===== src/design/lrpe_pkg.sv =====
package lrpe_pkg;

   // ring geometry
   localparam int LED_COUNT = 12;
   localparam int LED_W = (LED_COUNT > 1) ? $clog2(LED_COUNT) : 1;
   localparam int FILL_W = $clog2(LED_COUNT + 1);

   // item field widths
   localparam int ACTION_W = 2;
   localparam int MASK_W = 12;
   localparam int POS_W = 4;
   localparam int COLOR_W = 8;
   localparam int IDX_OUT_W = 4;

   // configuration and timing widths
   localparam int CSR_INDEX_W = 2;
   localparam int CSR_DATA_W = 10;
   localparam int MODE_W = 3;
   localparam int PERIOD_W = 10;
   localparam int ELAPSED_W = 11;
   localparam int HUE_W = 9;
   localparam int PARAM_W = 8;

   localparam logic [ELAPSED_W-1:0] ELAPSED_MAX = '1;
   localparam logic [COLOR_W-1:0] COLOR_MAX = '1;

   // reset values of configuration
   localparam logic [PERIOD_W-1:0] SLOW_RESET = 10'd100;
   localparam logic [PERIOD_W-1:0] BLINK_RESET = 10'd500;
   localparam logic [PERIOD_W-1:0] FAST_RESET = 10'd5;

   // command queue between front and back
   localparam int QUEUE_DEPTH = 4;
   localparam int QPTR_W = $clog2(QUEUE_DEPTH);
   localparam int QCNT_W = $clog2(QUEUE_DEPTH + 1);

   typedef enum logic [CSR_INDEX_W-1:0] {
      CSR_MODE  = 2'd0,
      CSR_SLOW  = 2'd1,
      CSR_BLINK = 2'd2,
      CSR_FAST  = 2'd3
   } csr_index_type;

   typedef enum logic [ACTION_W-1:0] {
      ACT_TICK      = 2'd0,
      ACT_PRIMARY   = 2'd1,
      ACT_ALTERNATE = 2'd2
   } action_type;

   typedef enum logic [MODE_W-1:0] {
      MODE_OFF       = 3'd0,
      MODE_SOLID     = 3'd1,
      MODE_FOLLOWING = 3'd2,
      MODE_BLINK     = 3'd3,
      MODE_BREATHE   = 3'd4,
      MODE_RAINBOW   = 3'd5
   } mode_type;

   typedef enum logic [2:0] {
      CMD_WR_PRIMARY    = 3'd0,
      CMD_WR_ALTERNATE  = 3'd1,
      CMD_FRM_OFF       = 3'd2,
      CMD_FRM_PRIMARY   = 3'd3,
      CMD_FRM_ALTERNATE = 3'd4,
      CMD_FRM_FILL      = 3'd5,
      CMD_FRM_BREATHE   = 3'd6,
      CMD_FRM_RAINBOW   = 3'd7
   } cmd_kind_type;

   typedef struct packed {
      logic [COLOR_W-1:0] red;
      logic [COLOR_W-1:0] green;
      logic [COLOR_W-1:0] blue;
   } rgb_type;

   localparam rgb_type PRIMARY_RESET = '{red: 8'd0, green: 8'd0, blue: 8'd100};

   typedef struct packed {
      cmd_kind_type       kind;
      logic [MASK_W-1:0]  mask;
      logic [POS_W-1:0]   pos;
      rgb_type            color;
      logic [PARAM_W-1:0] param;
   } cmd_type;

   // hue start of each ring position, settled at elaboration
   typedef logic [COLOR_W-1:0] hue_base_type [LED_COUNT];

   function automatic hue_base_type build_hue_base();
      hue_base_type res;
      for (int k = 0; k < LED_COUNT; k++) begin
         res[k] = 8'((k * 256) / LED_COUNT);
      end
      return res;
   endfunction

   localparam hue_base_type HUE_BASE = build_hue_base();

   // three-segment color wheel
   function automatic rgb_type wheel(input logic [COLOR_W-1:0] p);
      rgb_type res;
      logic [COLOR_W-1:0] q;
      logic [COLOR_W-1:0] r;
      logic [COLOR_W+1:0] r3;
      q = COLOR_MAX - p;
      if (q < 8'd85) begin
         r = q;
      end else if (q < 8'd170) begin
         r = q - 8'd85;
      end else begin
         r = q - 8'd170;
      end
      r3 = 10'(r) * 10'd3;
      if (q < 8'd85) begin
         res.red = COLOR_MAX - r3[COLOR_W-1:0];
         res.green = '0;
         res.blue = r3[COLOR_W-1:0];
      end else if (q < 8'd170) begin
         res.red = '0;
         res.green = r3[COLOR_W-1:0];
         res.blue = COLOR_MAX - r3[COLOR_W-1:0];
      end else begin
         res.red = r3[COLOR_W-1:0];
         res.green = COLOR_MAX - r3[COLOR_W-1:0];
         res.blue = '0;
      end
      return res;
   endfunction

endpackage


===== src/design/lrpe_queue.sv =====
module lrpe_queue (
   input  logic              clock,
   input  logic              reset,
   input  logic              push,
   input  lrpe_pkg::cmd_type push_cmd,
   output logic              full,
   input  logic              pop,
   output logic              not_empty,
   output lrpe_pkg::cmd_type head
);

   lrpe_pkg::cmd_type entry_ff [lrpe_pkg::QUEUE_DEPTH];
   logic [lrpe_pkg::QPTR_W-1:0] wr_ptr_ff, wr_ptr_in;
   logic [lrpe_pkg::QPTR_W-1:0] rd_ptr_ff, rd_ptr_in;
   logic [lrpe_pkg::QCNT_W-1:0] count_ff, count_in;

   assign full = (count_ff == lrpe_pkg::QCNT_W'(lrpe_pkg::QUEUE_DEPTH));
   assign not_empty = (count_ff != '0);
   assign head = entry_ff[rd_ptr_ff];

   // pointer and fill bookkeeping
   always_comb begin
      wr_ptr_in = wr_ptr_ff;
      rd_ptr_in = rd_ptr_ff;
      count_in = count_ff;
      if (push) begin
         wr_ptr_in = wr_ptr_ff + 1'b1;
      end
      if (pop) begin
         rd_ptr_in = rd_ptr_ff + 1'b1;
      end
      if (push && !pop) begin
         count_in = count_ff + 1'b1;
      end else if (pop && !push) begin
         count_in = count_ff - 1'b1;
      end
   end

   always_ff @(posedge clock) begin
      if (reset) begin
         wr_ptr_ff <= '0;
         rd_ptr_ff <= '0;
         count_ff <= '0;
      end else begin
         wr_ptr_ff <= wr_ptr_in;
         rd_ptr_ff <= rd_ptr_in;
         count_ff <= count_in;
      end
   end

   // entry storage
   always_ff @(posedge clock) begin
      if (push) begin
         entry_ff[wr_ptr_ff] <= push_cmd;
      end
   end

endmodule


===== src/design/lrpe_front.sv =====
module lrpe_front (
   input  logic                                clock,
   input  logic                                reset,
   input  logic                                req_valid,
   output logic                                req_stall,
   input  logic [lrpe_pkg::ACTION_W-1:0]       req_action,
   input  logic [lrpe_pkg::MASK_W-1:0]         req_led_mask,
   input  logic [lrpe_pkg::POS_W-1:0]          req_led_position,
   input  logic [lrpe_pkg::COLOR_W-1:0]        req_red_in,
   input  logic [lrpe_pkg::COLOR_W-1:0]        req_green_in,
   input  logic [lrpe_pkg::COLOR_W-1:0]        req_blue_in,
   input  logic                                csr_valid,
   output logic                                csr_ready,
   input  logic [lrpe_pkg::CSR_INDEX_W-1:0]    csr_index,
   input  logic [lrpe_pkg::CSR_DATA_W-1:0]     csr_data,
   output logic                                push,
   output lrpe_pkg::cmd_type                   push_cmd,
   input  logic                                queue_full
);

   lrpe_pkg::mode_type mode_ff, mode_in;
   logic [lrpe_pkg::PERIOD_W-1:0] slow_ff, slow_in;
   logic [lrpe_pkg::PERIOD_W-1:0] blink_per_ff, blink_per_in;
   logic [lrpe_pkg::PERIOD_W-1:0] fast_ff, fast_in;

   logic [lrpe_pkg::ELAPSED_W-1:0] elapsed_ff, elapsed_in;
   logic [lrpe_pkg::FILL_W-1:0] fill_ff, fill_in;
   logic phase_ff, phase_in;
   logic falling_ff, falling_in;
   logic [lrpe_pkg::COLOR_W-1:0] level_ff, level_in;
   logic [lrpe_pkg::HUE_W-1:0] hue_ff, hue_in;

   logic accept;
   logic [lrpe_pkg::ELAPSED_W-1:0] elapsed_inc;
   logic [lrpe_pkg::PERIOD_W-1:0] period;
   logic [lrpe_pkg::COLOR_W-1:0] level_step;
   logic [lrpe_pkg::HUE_W-1:0] hue_step;
   logic [2:0] mode_wr;

   assign req_stall = queue_full;
   assign accept = req_valid && !queue_full;
   assign csr_ready = 1'b1;
   assign mode_wr = csr_data[lrpe_pkg::MODE_W-1:0];

   // configuration writes, mode clamped to the last animation
   always_comb begin
      mode_in = mode_ff;
      slow_in = slow_ff;
      blink_per_in = blink_per_ff;
      fast_in = fast_ff;
      if (csr_valid) begin
         case (lrpe_pkg::csr_index_type'(csr_index))
            lrpe_pkg::CSR_MODE: begin
               mode_in = (mode_wr > 3'(lrpe_pkg::MODE_RAINBOW)) ? lrpe_pkg::MODE_RAINBOW
                                                                : lrpe_pkg::mode_type'(mode_wr);
            end
            lrpe_pkg::CSR_SLOW: slow_in = csr_data;
            lrpe_pkg::CSR_BLINK: blink_per_in = csr_data;
            lrpe_pkg::CSR_FAST: fast_in = csr_data;
            default: ;
         endcase
      end
   end

   // saturating time, the active period and the next breathe level and hue step
   always_comb begin
      elapsed_inc = (elapsed_ff < lrpe_pkg::ELAPSED_MAX) ? elapsed_ff + 1'b1 : elapsed_ff;
      case (mode_ff)
         lrpe_pkg::MODE_SOLID, lrpe_pkg::MODE_FOLLOWING: period = slow_ff;
         lrpe_pkg::MODE_BLINK: period = blink_per_ff;
         default: period = fast_ff;
      endcase
      if (falling_ff) begin
         level_step = (level_ff != '0) ? level_ff - 1'b1 : level_ff;
      end else begin
         level_step = (level_ff != lrpe_pkg::COLOR_MAX) ? level_ff + 1'b1 : level_ff;
      end
      hue_step = hue_ff + 1'b1;
   end

   // classify the item and advance the animation state
   always_comb begin
      elapsed_in = elapsed_ff;
      fill_in = fill_ff;
      phase_in = phase_ff;
      falling_in = falling_ff;
      level_in = level_ff;
      hue_in = hue_ff;
      push = 1'b0;
      push_cmd.kind = lrpe_pkg::CMD_FRM_OFF;
      push_cmd.mask = req_led_mask;
      push_cmd.pos = req_led_position;
      push_cmd.color = '{red: req_red_in, green: req_green_in, blue: req_blue_in};
      push_cmd.param = '0;
      if (accept) begin
         case (lrpe_pkg::action_type'(req_action))
            lrpe_pkg::ACT_PRIMARY: begin
               push = 1'b1;
               push_cmd.kind = lrpe_pkg::CMD_WR_PRIMARY;
            end
            lrpe_pkg::ACT_ALTERNATE: begin
               push = 1'b1;
               push_cmd.kind = lrpe_pkg::CMD_WR_ALTERNATE;
            end
            lrpe_pkg::ACT_TICK: begin
               elapsed_in = elapsed_inc;
               if (mode_ff == lrpe_pkg::MODE_OFF) begin
                  push = 1'b1;
                  push_cmd.kind = lrpe_pkg::CMD_FRM_OFF;
               end else if (elapsed_inc > lrpe_pkg::ELAPSED_W'(period)) begin
                  elapsed_in = '0;
                  push = 1'b1;
                  case (mode_ff)
                     lrpe_pkg::MODE_SOLID: push_cmd.kind = lrpe_pkg::CMD_FRM_PRIMARY;
                     lrpe_pkg::MODE_FOLLOWING: begin
                        push_cmd.kind = lrpe_pkg::CMD_FRM_FILL;
                        push_cmd.param = lrpe_pkg::PARAM_W'(fill_ff);
                        fill_in = (fill_ff == lrpe_pkg::FILL_W'(lrpe_pkg::LED_COUNT))
                                  ? '0 : fill_ff + 1'b1;
                     end
                     lrpe_pkg::MODE_BLINK: begin
                        push_cmd.kind = phase_ff ? lrpe_pkg::CMD_FRM_ALTERNATE
                                                 : lrpe_pkg::CMD_FRM_PRIMARY;
                        phase_in = !phase_ff;
                     end
                     lrpe_pkg::MODE_BREATHE: begin
                        push_cmd.kind = lrpe_pkg::CMD_FRM_BREATHE;
                        push_cmd.param = level_step;
                        level_in = level_step;
                        if (!falling_ff && level_step == lrpe_pkg::COLOR_MAX) begin
                           falling_in = 1'b1;
                        end else if (falling_ff && level_step == '0) begin
                           falling_in = 1'b0;
                        end
                     end
                     default: begin
                        push_cmd.kind = lrpe_pkg::CMD_FRM_RAINBOW;
                        push_cmd.param = hue_step[lrpe_pkg::PARAM_W-1:0];
                        hue_in = hue_step[lrpe_pkg::HUE_W-1] ? '0 : hue_step;
                     end
                  endcase
               end
            end
            default: ;
         endcase
      end
   end

   always_ff @(posedge clock) begin
      if (reset) begin
         mode_ff <= lrpe_pkg::MODE_OFF;
         slow_ff <= lrpe_pkg::SLOW_RESET;
         blink_per_ff <= lrpe_pkg::BLINK_RESET;
         fast_ff <= lrpe_pkg::FAST_RESET;
         elapsed_ff <= '0;
         fill_ff <= '0;
         phase_ff <= 1'b0;
         falling_ff <= 1'b0;
         level_ff <= '0;
         hue_ff <= '0;
      end else begin
         mode_ff <= mode_in;
         slow_ff <= slow_in;
         blink_per_ff <= blink_per_in;
         fast_ff <= fast_in;
         elapsed_ff <= elapsed_in;
         fill_ff <= fill_in;
         phase_ff <= phase_in;
         falling_ff <= falling_in;
         level_ff <= level_in;
         hue_ff <= hue_in;
      end
   end

endmodule


===== src/design/lrpe_back.sv =====
module lrpe_back (
   input  logic                               clock,
   input  logic                               reset,
   input  logic                               queue_not_empty,
   input  lrpe_pkg::cmd_type                  head,
   output logic                               pop,
   output logic                               rsp_valid,
   input  logic                               rsp_stall,
   output logic [lrpe_pkg::IDX_OUT_W-1:0]     rsp_led_index,
   output logic [lrpe_pkg::COLOR_W-1:0]       rsp_red_out,
   output logic [lrpe_pkg::COLOR_W-1:0]       rsp_green_out,
   output logic [lrpe_pkg::COLOR_W-1:0]       rsp_blue_out,
   output logic                               rsp_frame_end
);

   localparam int PROD_W = 2 * lrpe_pkg::COLOR_W;
   localparam int EXT_W = 64;

   typedef enum logic [1:0] {
      ST_IDLE = 2'b01,
      ST_RUN  = 2'b10
   } back_state_type;

   // exact floor(x / 255) for a product of two color channels
   function automatic logic [lrpe_pkg::COLOR_W-1:0] div255(input logic [PROD_W-1:0] x);
      logic [PROD_W:0] t;
      t = (PROD_W + 1)'(x) + (PROD_W + 1)'(1) + (PROD_W + 1)'(x >> lrpe_pkg::COLOR_W);
      return t[PROD_W-1:lrpe_pkg::COLOR_W];
   endfunction

   back_state_type state_ff, state_in;
   logic [lrpe_pkg::LED_W-1:0] led_ff, led_in;
   lrpe_pkg::cmd_kind_type frm_kind_ff, frm_kind_in;
   logic [lrpe_pkg::PARAM_W-1:0] frm_param_ff, frm_param_in;

   lrpe_pkg::rgb_type prim_ff [lrpe_pkg::LED_COUNT];
   lrpe_pkg::rgb_type alt_ff [lrpe_pkg::LED_COUNT];

   logic s1_valid_ff, s1_valid_in;
   logic [lrpe_pkg::LED_W-1:0] s1_index_ff;
   logic s1_last_ff;
   logic s1_scale_ff;
   logic [PROD_W-1:0] s1_red_ff, s1_green_ff, s1_blue_ff;
   logic [PROD_W-1:0] s1_red_in, s1_green_in, s1_blue_in;

   logic out_valid_ff, out_valid_in;

   logic advance;
   logic issue;
   logic last_led;
   logic is_write;
   logic [EXT_W-1:0] mask_ext;
   logic [lrpe_pkg::LED_W-1:0] rev;
   lrpe_pkg::rgb_type prim_sel, alt_sel, wheel_c;

   assign advance = !out_valid_ff || !rsp_stall;
   assign issue = (state_ff == ST_RUN) && advance;
   assign last_led = (led_ff == lrpe_pkg::LED_W'(lrpe_pkg::LED_COUNT - 1));
   assign pop = (state_ff == ST_IDLE) && queue_not_empty;
   assign is_write = (head.kind == lrpe_pkg::CMD_WR_PRIMARY) ||
                     (head.kind == lrpe_pkg::CMD_WR_ALTERNATE);
   assign mask_ext = EXT_W'(head.mask);

   // sequencer: one command per idle cycle, one led per cycle in a frame while the output is not stalled
   always_comb begin
      state_in = state_ff;
      led_in = led_ff;
      frm_kind_in = frm_kind_ff;
      frm_param_in = frm_param_ff;
      case (state_ff)
         ST_IDLE: begin
            if (pop && !is_write) begin
               state_in = ST_RUN;
               led_in = '0;
               frm_kind_in = head.kind;
               frm_param_in = head.param;
            end
         end
         ST_RUN: begin
            if (issue) begin
               if (last_led) begin
                  state_in = ST_IDLE;
               end else begin
                  led_in = led_ff + 1'b1;
               end
            end
         end
         default: state_in = ST_IDLE;
      endcase
   end

   always_ff @(posedge clock) begin
      if (reset) begin
         state_ff <= ST_IDLE;
         led_ff <= '0;
      end else begin
         state_ff <= state_in;
         led_ff <= led_in;
      end
   end

   always_ff @(posedge clock) begin
      frm_kind_ff <= frm_kind_in;
      frm_param_ff <= frm_param_in;
   end

   // color stores, written when a write command leaves the queue
   always_ff @(posedge clock) begin
      if (reset) begin
         for (int i = 0; i < lrpe_pkg::LED_COUNT; i++) begin
            prim_ff[i] <= lrpe_pkg::PRIMARY_RESET;
            alt_ff[i] <= '0;
         end
      end else if (pop) begin
         for (int i = 0; i < lrpe_pkg::LED_COUNT; i++) begin
            if (head.kind == lrpe_pkg::CMD_WR_PRIMARY && i < lrpe_pkg::MASK_W &&
                mask_ext[i]) begin
               prim_ff[i] <= head.color;
            end
            if (head.kind == lrpe_pkg::CMD_WR_ALTERNATE &&
                (head.pos == '0 || 7'(head.pos) == 7'(i + 1))) begin
               alt_ff[i] <= head.color;
            end
         end
      end
   end

   // issue stage: pick the led color or start the breathe product
   always_comb begin
      prim_sel = prim_ff[led_ff];
      alt_sel = alt_ff[led_ff];
      rev = lrpe_pkg::LED_W'(lrpe_pkg::LED_COUNT - 1) - led_ff;
      wheel_c = lrpe_pkg::wheel(lrpe_pkg::HUE_BASE[rev] + frm_param_ff);
      s1_red_in = '0;
      s1_green_in = '0;
      s1_blue_in = '0;
      case (frm_kind_ff)
         lrpe_pkg::CMD_FRM_PRIMARY: begin
            s1_red_in = PROD_W'(prim_sel.red);
            s1_green_in = PROD_W'(prim_sel.green);
            s1_blue_in = PROD_W'(prim_sel.blue);
         end
         lrpe_pkg::CMD_FRM_ALTERNATE: begin
            s1_red_in = PROD_W'(alt_sel.red);
            s1_green_in = PROD_W'(alt_sel.green);
            s1_blue_in = PROD_W'(alt_sel.blue);
         end
         lrpe_pkg::CMD_FRM_FILL: begin
            if (lrpe_pkg::PARAM_W'(led_ff) < frm_param_ff) begin
               s1_red_in = PROD_W'(prim_sel.red);
               s1_green_in = PROD_W'(prim_sel.green);
               s1_blue_in = PROD_W'(prim_sel.blue);
            end
         end
         lrpe_pkg::CMD_FRM_BREATHE: begin
            s1_red_in = PROD_W'(prim_sel.red) * PROD_W'(frm_param_ff);
            s1_green_in = PROD_W'(prim_sel.green) * PROD_W'(frm_param_ff);
            s1_blue_in = PROD_W'(prim_sel.blue) * PROD_W'(frm_param_ff);
         end
         lrpe_pkg::CMD_FRM_RAINBOW: begin
            s1_red_in = PROD_W'(wheel_c.red);
            s1_green_in = PROD_W'(wheel_c.green);
            s1_blue_in = PROD_W'(wheel_c.blue);
         end
         default: ;
      endcase
   end

   // pipeline valids move together whenever the output can take data
   always_comb begin
      s1_valid_in = advance ? issue : s1_valid_ff;
      out_valid_in = advance ? s1_valid_ff : out_valid_ff;
   end

   always_ff @(posedge clock) begin
      if (reset) begin
         s1_valid_ff <= 1'b0;
         out_valid_ff <= 1'b0;
      end else begin
         s1_valid_ff <= s1_valid_in;
         out_valid_ff <= out_valid_in;
      end
   end

   always_ff @(posedge clock) begin
      if (advance) begin
         s1_index_ff <= led_ff;
         s1_last_ff <= last_led;
         s1_scale_ff <= (frm_kind_ff == lrpe_pkg::CMD_FRM_BREATHE);
         s1_red_ff <= s1_red_in;
         s1_green_ff <= s1_green_in;
         s1_blue_ff <= s1_blue_in;
      end
   end

   // output register: finish the brightness scaling
   always_ff @(posedge clock) begin
      if (advance) begin
         rsp_led_index <= lrpe_pkg::IDX_OUT_W'(s1_index_ff);
         rsp_frame_end <= s1_last_ff;
         rsp_red_out <= s1_scale_ff ? div255(s1_red_ff) : s1_red_ff[lrpe_pkg::COLOR_W-1:0];
         rsp_green_out <= s1_scale_ff ? div255(s1_green_ff)
                                      : s1_green_ff[lrpe_pkg::COLOR_W-1:0];
         rsp_blue_out <= s1_scale_ff ? div255(s1_blue_ff) : s1_blue_ff[lrpe_pkg::COLOR_W-1:0];
      end
   end

   assign rsp_valid = out_valid_ff;

endmodule


===== src/design/led_ring_pattern_engine_unit.sv =====
// a frame's first led is offered after its tick passes the command queue, the back end
// pop into run, the issue stage and the output register; a frame holds the back end
// for one pop, then one led a cycle for its 12 leds while not stalled, a color write
// for its pop alone; the front takes one item a cycle until the 4-entry queue fills
// reset: synchronous, restores default periods, mode off, primaries to 0,0,100 at once
module led_ring_pattern_engine_unit (
   input  logic                                clock,
   input  logic                                reset,
   input  logic                                req_valid,
   output logic                                req_stall,
   input  logic [lrpe_pkg::ACTION_W-1:0]       req_action,
   input  logic [lrpe_pkg::MASK_W-1:0]         req_led_mask,
   input  logic [lrpe_pkg::POS_W-1:0]          req_led_position,
   input  logic [lrpe_pkg::COLOR_W-1:0]        req_red_in,
   input  logic [lrpe_pkg::COLOR_W-1:0]        req_green_in,
   input  logic [lrpe_pkg::COLOR_W-1:0]        req_blue_in,
   output logic                                rsp_valid,
   input  logic                                rsp_stall,
   output logic [lrpe_pkg::IDX_OUT_W-1:0]      rsp_led_index,
   output logic [lrpe_pkg::COLOR_W-1:0]        rsp_red_out,
   output logic [lrpe_pkg::COLOR_W-1:0]        rsp_green_out,
   output logic [lrpe_pkg::COLOR_W-1:0]        rsp_blue_out,
   output logic                                rsp_frame_end,
   input  logic                                csr_valid,
   output logic                                csr_ready,
   input  logic [lrpe_pkg::CSR_INDEX_W-1:0]    csr_index,
   input  logic [lrpe_pkg::CSR_DATA_W-1:0]     csr_data
);

   logic push;
   lrpe_pkg::cmd_type push_cmd;
   logic queue_full;
   logic pop;
   logic queue_not_empty;
   lrpe_pkg::cmd_type head;

   // front: takes items, keeps the timers and animation state
   lrpe_front u_front (
      .clock            (clock),
      .reset            (reset),
      .req_valid        (req_valid),
      .req_stall        (req_stall),
      .req_action       (req_action),
      .req_led_mask     (req_led_mask),
      .req_led_position (req_led_position),
      .req_red_in       (req_red_in),
      .req_green_in     (req_green_in),
      .req_blue_in      (req_blue_in),
      .csr_valid        (csr_valid),
      .csr_ready        (csr_ready),
      .csr_index        (csr_index),
      .csr_data         (csr_data),
      .push             (push),
      .push_cmd         (push_cmd),
      .queue_full       (queue_full)
   );

   // command queue
   lrpe_queue u_queue (
      .clock     (clock),
      .reset     (reset),
      .push      (push),
      .push_cmd  (push_cmd),
      .full      (queue_full),
      .pop       (pop),
      .not_empty (queue_not_empty),
      .head      (head)
   );

   // back: color stores and frame generation
   lrpe_back u_back (
      .clock           (clock),
      .reset           (reset),
      .queue_not_empty (queue_not_empty),
      .head            (head),
      .pop             (pop),
      .rsp_valid       (rsp_valid),
      .rsp_stall       (rsp_stall),
      .rsp_led_index   (rsp_led_index),
      .rsp_red_out     (rsp_red_out),
      .rsp_green_out   (rsp_green_out),
      .rsp_blue_out    (rsp_blue_out),
      .rsp_frame_end   (rsp_frame_end)
   );

endmodule


===== config.mk =====
export PLATFORM = sky130hd
export DESIGN_NAME = led_ring_pattern_engine_unit
export DESIGN_NICKNAME = d
export VERILOG_FILES = /design/src/design/lrpe_pkg.sv /design/src/design/lrpe_queue.sv /design/src/design/lrpe_front.sv /design/src/design/lrpe_back.sv /design/src/design/led_ring_pattern_engine_unit.sv
export SDC_FILE = /design/constraint.sdc
export NUM_CORES = 2
export LEC_CHECK = 0
export ABC_CLOCK_PERIOD_IN_PS = 9400
export BUFFER_PORTS_ARGS = -buffer_cell sky130_fd_sc_hd__buf_4
export CAP_MARGIN = 25
export CORE_UTILIZATION = 38
export CTS_CLUSTER_SIZE = 16
export DETAILED_ROUTE_END_ITERATION = 10
export PLACE_DENSITY_LB_ADDON = 0.3
export SLEW_MARGIN = 15
export SYNTH_ARGS = -nofsm -noshare
export SYNTH_HDL_FRONTEND = slang
export SYNTH_SLANG_ARGS = --single-unit

===== constraint.sdc =====
create_clock -name clock -period 9.4 [get_ports clock]
set_clock_uncertainty 0.2 [all_clocks]
set_input_delay 1.41 -clock clock [delete_from_list [all_inputs] [get_ports clock]]
set_output_delay 1.41 -clock clock [all_outputs]
set_load 0.02 [all_outputs]

==> flow_summary.yaml <==
power:
  cellLeakagePower_uw: 0.0202
  p_seq_share_pct: 31.1
  switching_share_pct: 38.3
  p_switching_uw: 6660
  power.density_nw_per_um2: 317
  vdd_drop_max_mv: 0.506
  intPower_uw: 10700
  clkPwrFrac_pct: 22.8
  pwr-share-comb_pct: 46.1
cells_and_area:
  nets: 4262
  final_area_um2: 54900
  stdcell_count: 5656
  final.fill_count: 11800
  drive_above_1_share_pct: 14.8
  final_util_pct: 43.0
  area_growth_pct: 11.8
floorplan:
  die_w_um: 362
  initial_utilization_pct: 38.4
  die_area_um2: 131000
  std_cell_rows: 131
  dieHeight_um: 362
  core_area_um2: 128000
  pin_count: 91
grt:
  grt_pass1_vias: 30200
  grt_start_max_net_pins: 81
  grt_pass1_wl_mm: 185
  grt_usage_pct: 18.5
  overflow: 0
  antenna_found_initial: 1
run:
  max_cap_viol_count: 0
timing:
  clock.fmax_mhz: 136
  fin_crit_ps: 7380
  timing.final.max_slew_violations: 0
  finalHoldViolCount: 0
  slew_headroom_pct: 31.1
  setup_slack_ps: 2020
  fin_crit_sh_pct: 78.5
  setup_tns_ps: 0
  tightestPinTransition_ps: 1030
  rsz0062_at_grt: "false"
  setup_viol: 0
synth:
  syn_area_um2: 49100
  synth-async-reset-ratio_pct: 0
  syn_nets: 4232
  ys_top_cells_by_count: "edfxtp_1 (874), nor2_1 (653), nand2_1 (326)"
  yosys_warnings: 0
  synth_area_leader_cell: "edfxtp_1"
  synth-seq-area-share_pct: 57.0
  synthTopCellsByArea: "edfxtp_1 (53%), mux4_2 (8.9%), nor2_1 (5.0%)"
  avgSynthCellArea_um2: 12.6
  netlist_instances: 3885
  synth-seq-cells: 961
  synth.most_common_cell: "edfxtp_1"
  synth-main-ff-cell: "edfxtp_1"
  synth_top_area_share_pct: 53.4
  synth.distinct_cells: 94
  synth_edf_count: 874
route:
  avgRoutedWirePerCell_um: 21.5
  vias_per_cell: 5.31
  num_vias: 30000
  dr.pass1.iters: 7
  wl_mm: 121
  antenna_left: 0
  drtIter0Drc: 2589
  drc: 0
status:
  status: "finished clean"
clock_network:
  clk_latency_ps: 700
  numCtsBuffers: 98
  ctsResizeCount: 0
  cts_num_sinks: 961
  cts_tree: "done"
  cts_root_buffer: "clkbuf_16"
  h-tree-depth: 3
  cts_setup_buffers: 0
  path_clk_slew_ps: 60
  clock_path_buffers: 3
  ctsHoldBuffers: 0
place:
  gp_congestion: 0.867
  dpl.hpwl_mm: 77.3
  dp.cells: 5474
  post_dp_cell_area_um2: 51700
  post-place-ws_ps: 2000
  io_buffers: 89
hold_path:
  worstHoldPathType: "reg -> reg"
worst_setup_path:
  start_kind: "flop"
  critical_path_class: "reg -> reg"
  end_kind: "flop"
  worstPathArrival_ps: 7590
  crit_fanout: 40
  worstPathRequired_ps: 9610
  reg2reg_slack_ps: 2020
layout by cell type (no fill, tap or decap), types with 15 or more instances in the layout:
cell type	synthesis	layout
ha_1	179	179
nand3b_1	15	15
mux2i_1	74	74
or3_1	19	19
fa_1	109	109
and2_1	49	45
xor2_1	46	46
nand3_1	50	50
clkbuf_16	0	99
o21ai_0	77	77
o21a_1	21	21
dfxtp_1	87	81
nand2b_2	0	20
nor2_1	653	653
buf_4	4	168
a222oi_1	22	22
edfxtp_1	874	874
clkinv_1	2	24
nor2b_1	22	22
clkbuf_1	183	15
nand2_1	326	325
nor3_1	17	17
inv_1	275	275
mux4_2	195	195
o21ai_1	21	21
nand2b_1	66	46
xnor2_1	67	67
a21oi_1	162	162
o21bai_1	28	26
logic make-up after synthesis:
| group | synth area share (%) |
|---|---|
| other cells | 0.00763 |
| xor+xnor | 2.05 |
| compound gates | 5.78 |
| fa+ha+maj | 9.00 |
| buf+inv | 4.13 |
| simple gates | 11.4 |
| mux | 10.7 |
| flops | 57.0 |
metal layers:
layer	GRT usage (%)	vias to the layer above	part of all wire [%]
met5	0	-	0
met4	5.47	0	2.4
met3	2.54	154	5.9
li1	-	13900	-
met2	30.3	864	47
met1	25.7	15100	45
metrics by stage:
stage | hold slack (ps) | power, µW
after floorplan | 200 | 11500
after global placement | 207 | 13400
after detailed placement | 207 | 13500
after CTS | 220 | 17500
after global routing | 225 | 18700
final | 218 | 17400
power by group through the flow:
stage	logic (µW)	clock network, µW	registers (µW)
6_report	8030	3970	5410
5_1_grt	9010	4210	5450
4_1_cts	8050	4060	5420
3_5_place_dp	7990	0	5510
3_3_place_gp	7910	0	5500
2_1_floorplan	6080	0	5460
flip-flops by register name (all words and copies together) (netlist names), 10 cells and up, named ones only:
name	cells
u_back.s1_green_ff	16
u_back.s1_blue_ff	16
u_front.blink_per_ff	10
u_queue.entry_ff	204
u_back.alt_ff	288
u_front.slow_ff	10
u_front.fast_ff	10
u_back.s1_red_ff	16
u_back.prim_ff	288
u_front.elapsed_ff	11
worst max-delay path, stage by stage, from the launching register on:
cell,delay (ps)
dfxtp_4,870
buf_4,430
mux4_2,530
mux2i_1,450
nor2_1,80
a21oi_1,500
inv_1,170
nand2_1,130
fa_1,430
fa_1,490
inv_1,50
fa_1,470
inv_1,50
fa_1,470
inv_1,40
ha_1,310
inv_1,70
o21bai_1,70
a21oi_1,210
o21bai_1,90
a21oi_1,220
o21bai_1,90
a21oi_1,220
o21bai_1,90
a21oi_1,170
xnor2_1,130
nor2_1,50
final cells by class:
class                      instances  area [µm²]  share of cell area, %
inverter                         279        1050                   1.91
antenna                            1        2.50                0.00455
tap                             1662        2080                   3.78
timing repair buffer             174        1350                   2.45
sequential                       961       28000                   51.0
clock buffer                     117        2570                   4.69
clock inverter                    61         678                   1.23
multi-input combinational       2401       19200                   35.0
final timing paths:
kind	startpoint	end	cells past startpoint
worst max-delay path	flop	u_back.s1_red_ff[15]$_DFFE_PP_	26
worst min-delay path	u_back.s1_index_ff[0]$_DFFE_PP_	u_back.rsp_led_index[0]$_DFFE_PP_	0
worst max register to register	flop	u_back.s1_red_ff[15]$_DFFE_PP_	26
worst min register to register	u_back.s1_index_ff[0]$_DFFE_PP_	u_back.rsp_led_index[0]$_DFFE_PP_	0
(Power assumes the default switching activity.)
